==> src/hw/rtl/approx_subset_sum_trim_assert.svh <==
// Assertion macros used by the datapath module.
`ifndef APPROX_SUBSET_SUM_TRIM_ASSERT_SVH
`define APPROX_SUBSET_SUM_TRIM_ASSERT_SVH

// Condition holds at every clock edge out of reset.
`define ASST_ALWAYS(lbl, clk, rst, cond, msg) \
   lbl: assert property (@(posedge clk) disable iff (rst) (cond)) else $error(msg);

// Consequent holds in the same cycle as the antecedent.
`define ASST_IMPLIES(lbl, clk, rst, ante, cons, msg) \
   lbl: assert property (@(posedge clk) disable iff (rst) (ante) |-> (cons)) else $error(msg);

`endif

==> src/hw/rtl/asst_pkg.sv <==
// ----------------------------------------------------------------------------
// asst_pkg
// Shared constants and controller/datapath types of the subset sum trimmer.
// ----------------------------------------------------------------------------
package asst_pkg;

   localparam int MAX_ITEMS_DEF = 64;
   localparam int MAX_SUMS_DEF  = 1024;

   localparam int NUM_W      = 31;
   localparam int EPS_W      = 20;
   localparam int CSR_ADDR_W = 3;
   localparam int CSR_DATA_W = 32;

   localparam logic [NUM_W-1:0] TARGET_RESET = '0;
   localparam logic [EPS_W-1:0] EPS_RESET    = 20'd6554;

   // register index, taken from paddr[2]
   localparam logic CSR_TARGET = 1'b0;
   localparam logic CSR_EPS    = 1'b1;

   typedef struct packed {
      logic load_item;
      logic k_dec;
      logic set_pos;
      logic sh_wr;
      logic ins_wr;
      logic init;
      logic store_rd_t;
      logic t_load;
      logic m_cmp;
      logic m_mul;
      logic m_keep;
      logic t_end;
      logic finish;
   } asst_cmd_type;

   typedef struct packed {
      logic full;
      logic k_zero;
      logic k_eq_pos;
      logic scan_eq;
      logic scan_lt;
      logic last;
      logic t_done;
      logic pair_none;
      logic dlen_zero;
      logic rsp_busy;
   } asst_status_type;

endpackage

==> src/hw/rtl/asst_ctrl.sv <==
// ----------------------------------------------------------------------------
// asst_ctrl
// Sequencer: sorted insertion of each number, then the merge and trim passes.
// ----------------------------------------------------------------------------
module asst_ctrl import asst_pkg::*; (
   input  logic            clock,
   input  logic            reset,
   input  logic            req_fire,
   input  asst_status_type status,
   output asst_cmd_type    cmd,
   output logic            req_ready
);

   localparam logic [3:0] S_IDLE     = 4'd0;
   localparam logic [3:0] S_SCAN_RD  = 4'd1;
   localparam logic [3:0] S_SCAN_CMP = 4'd2;
   localparam logic [3:0] S_SH_RD    = 4'd3;
   localparam logic [3:0] S_SH_WR    = 4'd4;
   localparam logic [3:0] S_INS      = 4'd5;
   localparam logic [3:0] S_POST     = 4'd6;
   localparam logic [3:0] S_INIT     = 4'd7;
   localparam logic [3:0] S_T_RD     = 4'd8;
   localparam logic [3:0] S_T_LOAD   = 4'd9;
   localparam logic [3:0] S_M_RD     = 4'd10;
   localparam logic [3:0] S_M_CMP    = 4'd11;
   localparam logic [3:0] S_M_MUL    = 4'd12;
   localparam logic [3:0] S_M_KEEP   = 4'd13;
   localparam logic [3:0] S_T_END    = 4'd14;
   localparam logic [3:0] S_FINISH   = 4'd15;

   logic [3:0] state_ff;
   logic [3:0] state_in;

   always_comb begin
      cmd       = '0;
      req_ready = 1'b0;
      state_in  = state_ff;
      case (state_ff)
         S_IDLE: begin
            req_ready = 1'b1;
            if (req_fire) begin
               cmd.load_item = 1'b1;
               state_in      = status.full ? S_POST : S_SCAN_RD;
            end
         end
         S_SCAN_RD: begin
            if (status.k_zero) begin
               cmd.set_pos = 1'b1;
               state_in    = S_SH_RD;
            end else begin
               state_in = S_SCAN_CMP;
            end
         end
         S_SCAN_CMP: begin
            if (status.scan_eq) begin
               state_in = S_POST;
            end else if (status.scan_lt) begin
               cmd.set_pos = 1'b1;
               state_in    = S_SH_RD;
            end else begin
               cmd.k_dec = 1'b1;
               state_in  = S_SCAN_RD;
            end
         end
         S_SH_RD: begin
            state_in = status.k_eq_pos ? S_INS : S_SH_WR;
         end
         S_SH_WR: begin
            cmd.sh_wr = 1'b1;
            cmd.k_dec = 1'b1;
            state_in  = S_SH_RD;
         end
         S_INS: begin
            cmd.ins_wr = 1'b1;
            state_in   = S_POST;
         end
         S_POST: begin
            state_in = status.last ? S_INIT : S_IDLE;
         end
         S_INIT: begin
            cmd.init = 1'b1;
            state_in = S_T_RD;
         end
         S_T_RD: begin
            cmd.store_rd_t = 1'b1;
            state_in       = status.t_done ? S_FINISH : S_T_LOAD;
         end
         S_T_LOAD: begin
            cmd.t_load = 1'b1;
            state_in   = S_M_RD;
         end
         S_M_RD: begin
            state_in = S_M_CMP;
         end
         S_M_CMP: begin
            if (status.pair_none) begin
               state_in = S_T_END;
            end else begin
               cmd.m_cmp = 1'b1;
               state_in  = status.dlen_zero ? S_M_RD : S_M_MUL;
            end
         end
         S_M_MUL: begin
            cmd.m_mul = 1'b1;
            state_in  = S_M_KEEP;
         end
         S_M_KEEP: begin
            cmd.m_keep = 1'b1;
            state_in   = S_M_RD;
         end
         S_T_END: begin
            cmd.t_end = 1'b1;
            state_in  = S_T_RD;
         end
         S_FINISH: begin
            if (!status.rsp_busy) begin
               cmd.finish = 1'b1;
               state_in   = S_IDLE;
            end
         end
         default: begin
            state_in = S_IDLE;
         end
      endcase
   end

   always_ff @(posedge clock) begin
      if (reset) begin
         state_ff <= S_IDLE;
      end else begin
         state_ff <= state_in;
      end
   end

endmodule

==> config.mk <==
export PLATFORM = sky130hd
export DESIGN_NAME = asst_ctrl
export DESIGN_NICKNAME = d
export VERILOG_FILES = /design/src/hw/rtl/approx_subset_sum_trim_assert.svh /design/src/hw/rtl/asst_pkg.sv /design/src/hw/rtl/asst_ctrl.sv
export SDC_FILE = /design/constraint.sdc
export NUM_CORES = 1
export LEC_CHECK = 0
export BUFFER_PORTS_ARGS = -buffer_cell sky130_fd_sc_hd__buf_2
export CAP_MARGIN = 5
export CORE_AREA = 3 3 40 42
export CTS_CLUSTER_DIAMETER = 40
export DETAILED_ROUTE_END_ITERATION = 10
export DIE_AREA = 0 0 43 45
export GPL_ROUTABILITY_DRIVEN = 0
export HOLD_SLACK_MARGIN = 0.08
export PLACE_DENSITY_LB_ADDON = 0.2
export SLEW_MARGIN = 0
export SYNTH_ARGS = -nofsm -noshare
export SYNTH_HDL_FRONTEND = slang
export SYNTH_SLANG_ARGS = --single-unit
==> constraint.sdc <==
create_clock -name clock -period 1.75 [get_ports clock]
set_input_delay 0.2625 -clock clock [delete_from_list [all_inputs] [get_ports clock]]
set_output_delay 0.2625 -clock clock [all_outputs]
set_load 0.02 [all_outputs]
==> reports/metrics.csv, run 1 <==
metric,value,unit
outcome,completed,
grt.overflow.total,0,
ant_nets,0,
crit_arrival,1.43,ns
cp-end-kind,output pin,
cp_slowest_stage_delay,0.54,ns
grt_pass1_vias,518,
grt_max_degree,20,
holdCritStartpoint,reset,
syn_inst,70,
period_share,0.969,
hold_end,state_ff[0],
setup-violations-final,0,
reg2reg_from,state_ff[1],
cts_tree,built,
critPathLaunchType,register,
largestRegisters,state_ff x4,
initial_core_util,0.362,
syn_to_final_growth,46.8,%
fin_skew,0.00385,ns
wl_per_cell,12.1,um
clk_latency,0.24,ns
fmax,0.590,GHz
synth_fp_nets,83,
r2r_cells,5,
rows,13,
stdcell_area,683,um2
drc_errors,0,
dieArea,1940,um2
ys_ff_latch,4,
synth_area_per_cell,6.65,um2
largest_reg_flops,4,
cts-htree-levels,1,
antenna_found_initial,0,
antennaDiodeCount,0,
async_flop_share,0,
finalPower,973,uW
tns,0,ns
synth_edf_count,0,
cts_setup_buffers,0,
dpl-instance-area,618,um2
timing.final.crit_period,1.70,ns
hold_viol,0,
min_path_cells,2,
netlist_area,465,um2
synthTopCellsByCount,"nor3_1, nor2_1",
power.leakage,0.310,nW
crit_fanout,3,
slew_violations,0,
synth_top_area_frac,0.172,
clock_sinks,4,
dieWidth,43,um
clockBufferDepth,2,
cp.required,1.49,ns
grt_pass1_wl,2.24,mm
regMostFlops,state_ff,
drtIter0Drc,10,
clk_pin_slew_worst_paths,0.04,ns
wl,1.37,mm
port_buffers,26,
hold_class,input port to register,
via_count,591,
core,1280,um2
ir_worst_vdd,0.585,mV
dr.pass1.iters,4,
cap_viol_max_count,0,
fin_nets,113,
pin_count,27,
tightest_slew,0.357,ns
path_class,register to output pin,
postCtsHoldBufs,0,
crit_path_cell_trace,or4_4 > inv_1 > and2_1 > buf_4,
yosysMostFrequentCell,nor3_1,
cp_slowest_cell,or4_4,
drive_gt1_frac,0.418,
r2r-end,state_ff[2],
hpwl,1.02,mm
slew_headroom,0.756,
synth_warnings,0,
vias_per_cell,5.23,
cts_root_buf,clkbuf_4,
numCtsBuffers,3,
seq_area_frac_synth,0.172,
grt_use_total,0.153,
rrSetupSlack,0.28,ns
fp.dieH,45,um
synth_cell_types,31,
synth_top_cell_by_area,dfxtp_1,
power_density,1420,nW/um2
synth_top_flop_cell,dfxtp_1,
synth.area.top_cells,"dfxtp_1, nor3_1, nor2_1",
-- cell families after synthesis --
group	share of synthesized area
AOI/OAI and AO/OA	0.253
and+or+nand+nor	0.435
DFF	0.172
xor gates and xnor gates	0.0188
buffers and inverters	0.121
-- final cells by class --
cell class | count | area, um2
sequential | 4 | 83.8
tap | 15 | 18.8
clock buffer | 3 | 22.5
inverter | 4 | 15.0
multi-input combinational | 55 | 355
timing repair buffer | 32 | 188
fill | 130 | 602
-- cells in the final DEF, fill, tap and decap left out, types with 2 or more instances in the layout --
| cell type | netlist | final |
|---|---|---|
| nor2b_1 | 3 | 3 |
| a211oi_1 | 3 | 3 |
| clkbuf_4 | 0 | 3 |
| dfxtp_1 | 4 | 3 |
| buf_2 | 3 | 24 |
| inv_1 | 4 | 4 |
| nor3_1 | 10 | 9 |
| nor2_1 | 8 | 8 |
| a31oi_1 | 2 | 2 |
| nand2_1 | 4 | 4 |
| buf_6 | 1 | 2 |
| buf_4 | 1 | 6 |
| nand2b_1 | 3 | 3 |
| a21oi_1 | 4 | 4 |
-- stage by stage --
stage	setup slack, ns	hold WS, ns	utilization	cells
CTS	0.0205	0.225	0.500	113
global route	-0.00104	0.238	0.532	113
detailed placement	0.171	0.470	0.481	110
finish	0.0545	0.230	0.532	113
floorplan	0.0577	0.341	-	70
global placement	0.174	0.468	0.481	110
-- power breakdown --
group | internal, mW | switching (mW)
combinational | 0.296 | 0.386
sequential | 0.130 | 0.0452
clock | 0.0768 | 0.0387
-- repair_timing --
item	CTS	global route
gates resized for setup	1	9
pin swaps	0	2
setup endpoints to repair	2	3
-- critical path: cells and delay by family, from the launching register on --
family	cells	cell delay, ns
and+or+nand+nor	2	0.66
buffers and inverters	2	0.21
DFF	1	0.33
-- worst max-delay path by stage --
stage	startpoint	to	cells after the start
after global routing	state_ff[1]	cmd[10]	5
after CTS	state_ff[2]	cmd[12]	4
after global placement	state_ff[1]	cmd[10]	5
after detailed placement	state_ff[1]	cmd[10]	5
final	state_ff[0]	cmd[12]	4
after floorplan	state_ff[0]	cmd[10]	5
-- per-layer routing --
metal	GRT usage	vias to the layer above	share of wire	wire, um
li1	-	313	-	-
met1	0.206	255	0.47	640
met2	0.225	23	0.46	633
met3	0.0677	0	0.072	99
met4	0.0361	0	0	0
met5	0	-	0	0
Note: power is estimated with default switching activity, not from simulation.
==> run 2, diff against run 1 <==
--- a/config.mk
+++ b/config.mk
@@ -14,6 +14,7 @@
 export GPL_ROUTABILITY_DRIVEN = 0
 export HOLD_SLACK_MARGIN = 0.08
 export PLACE_DENSITY_LB_ADDON = 0.2
+export REMOVE_ABC_BUFFERS = 1
 export SLEW_MARGIN = 0
 export SYNTH_ARGS = -nofsm -noshare
 export SYNTH_HDL_FRONTEND = slang
==> run 2 against run 1 <==
Effect of this change: non-clock buffer count is 3 higher; critical path depth stayed put; flip-flop and latch count stayed put; first-iteration DRC count stayed put; power is 4.7% higher; sequential power is 11% higher; clock power is 3% lower; register-to-register slack better by 0.05 ns; worst hold slack worse by 0.0045 ns; utilization is 2.1 points higher; cell count is 2.7% higher; cell area is 4.0% higher; critical path type unchanged; critical endpoint unchanged.
==> reports/metrics.csv, run 2 (same netlist as run 1, synthesis figures left out) <==
metric,value,unit
outcome,completed,
hpwl,1.02,mm
grt_use_total,0.145,
setup-violations-final,0,
cp_slowest_cell,or4_4,
regMostFlops,state_ff,
cp.required,1.49,ns
wl,1.38,mm
final_common_cell,buf_2,
syn_to_final_growth,52.7,%
cp_slowest_stage_delay,0.55,ns
timing.final.crit_period,1.71,ns
cap_viol_max_count,0,
postCtsHoldBufs,0,
crit_fanout,5,
pin_count,27,
period_share,0.975,
slew_headroom,0.703,
largest_reg_flops,4,
clk_pin_slew_worst_paths,0.04,ns
clk_latency,0.23,ns
critPathLaunchType,register,
comb_power_share,0.700,
core,1280,um2
grt_pass1_wl,2.25,mm
crit_path_cell_trace,or4_4 > inv_2 > and2_4 > buf_6,
fp.dieH,45,um
hold_class,input port to register,
grt.overflow.total,0,
via_count,624,
power_density,1430,nW/um2
dieWidth,43,um
p_int,546,uW
grt_pass1_vias,552,
layout_common_cells,"buf_2, nor3_1, nor2_1, buf_4",
p_sw,473,uW
cts_tree,built,
finalPower,1.02,mW
clock_sinks,4,
fmax,0.586,GHz
vias_per_cell,5.38,
seq_power_share,0.191,
drive_gt1_frac,0.475,
tightest_slew,0.434,ns
tns,0,ns
path_class,register to output pin,
crit_arrival,1.44,ns
drtIter0Drc,10,
cp-end-kind,output pin,
stdcell_area,711,um2
initial_core_util,0.362,
drc_errors,0,
dr.pass1.iters,4,
power.leakage,0.323,nW
clockBufferDepth,2,
wl_per_cell,11.9,um
fin_nets,116,
ir_worst_vdd,0.609,mV
hold_viol,0,
ant_nets,0,
grt_max_degree,13,
netSwitchingFraction,0.465,
numCtsBuffers,3,
place_ws,0.230,ns
antenna_found_initial,0,
cts_root_buf,clkbuf_4,
rows,13,
dieArea,1940,um2
clkPwrFrac,0.108,
port_buffers,26,
largestRegisters,state_ff x4,
cts-htree-levels,1,
fin_ws,0.0430,ns
fin_skew,0.000917,ns
slew_violations,0,
antennaDiodeCount,0,
dpl-instance-area,626,um2
-- run 2: cell types whose count changed in the layout (fill, tap and decap cells not counted), sizes merged --
cell and change:
buf +3
-- run 2: worst paths after layout --
kind | from | endpoint | slack (ns) | depth (start not counted)
hold / removal | reset | state_ff[0] | 0.23 | 2
setup / recovery | state_ff[1] | cmd[12] | 0.04 | 4
setup reg to reg | state_ff[3] | state_ff[2] | 0.33 | 5
hold reg to reg | state_ff[2] | state_ff[0] | 0.58 | 2
-- run 2: metrics by stage --
step	utilization	instances	hold slack, ns
detailed placement	0.487	111	0.471
global placement	0.487	111	0.476
floorplan	-	63	0.341
CTS	0.505	114	0.232
finish	0.553	116	0.226
global route	0.553	116	0.231
-- run 2: routing by layer --
layer  vias to the layer above  wire length [um]  global-route usage
met3                         0                88             0.00398
met4                         0                 0              0.0663
met1                       275               635               0.204
li1                        326                 -                   -
met2                        23               656               0.231
met5                         -                 0                   0
-- run 2: final cells by class --
type / count / area, um2
Fill cell: 137 / 574
Tap cell: 15 / 18.8
Inverter: 4 / 15.0
Sequential cell: 4 / 90.1
Multi-Input combinational cell: 55 / 353
Clock buffer: 3 / 22.5
Timing Repair Buffer: 35 / 211
-- run 2: critical path, delay by kind of cell, from the launching register on --
| family | cells | cell delay (ns) |
|---|---|---|
| DFF | 1 | 0.35 |
| and+or+nand+nor | 2 | 0.68 |
| buffers and inverters | 2 | 0.17 |
-- run 2: timing repair --
| item | in CTS | in global routing |
|---|---|---|
| gates resized for setup | 1 | 14 |
| pin swaps | 0 | 2 |
| setup buffers | 0 | 2 |
| setup endpoints to repair | 1 | 4 |
-- run 2: power by group through the flow --
stage	Sequential, mW	Combinational, mW	Clock, mW
final	0.195	0.714	0.111
after global routing	0.203	0.780	0.120
after CTS	0.184	0.615	0.112
after detailed placement	0.182	0.612	0
after global placement	0.182	0.612	0
after floorplan	0.224	0.346	0
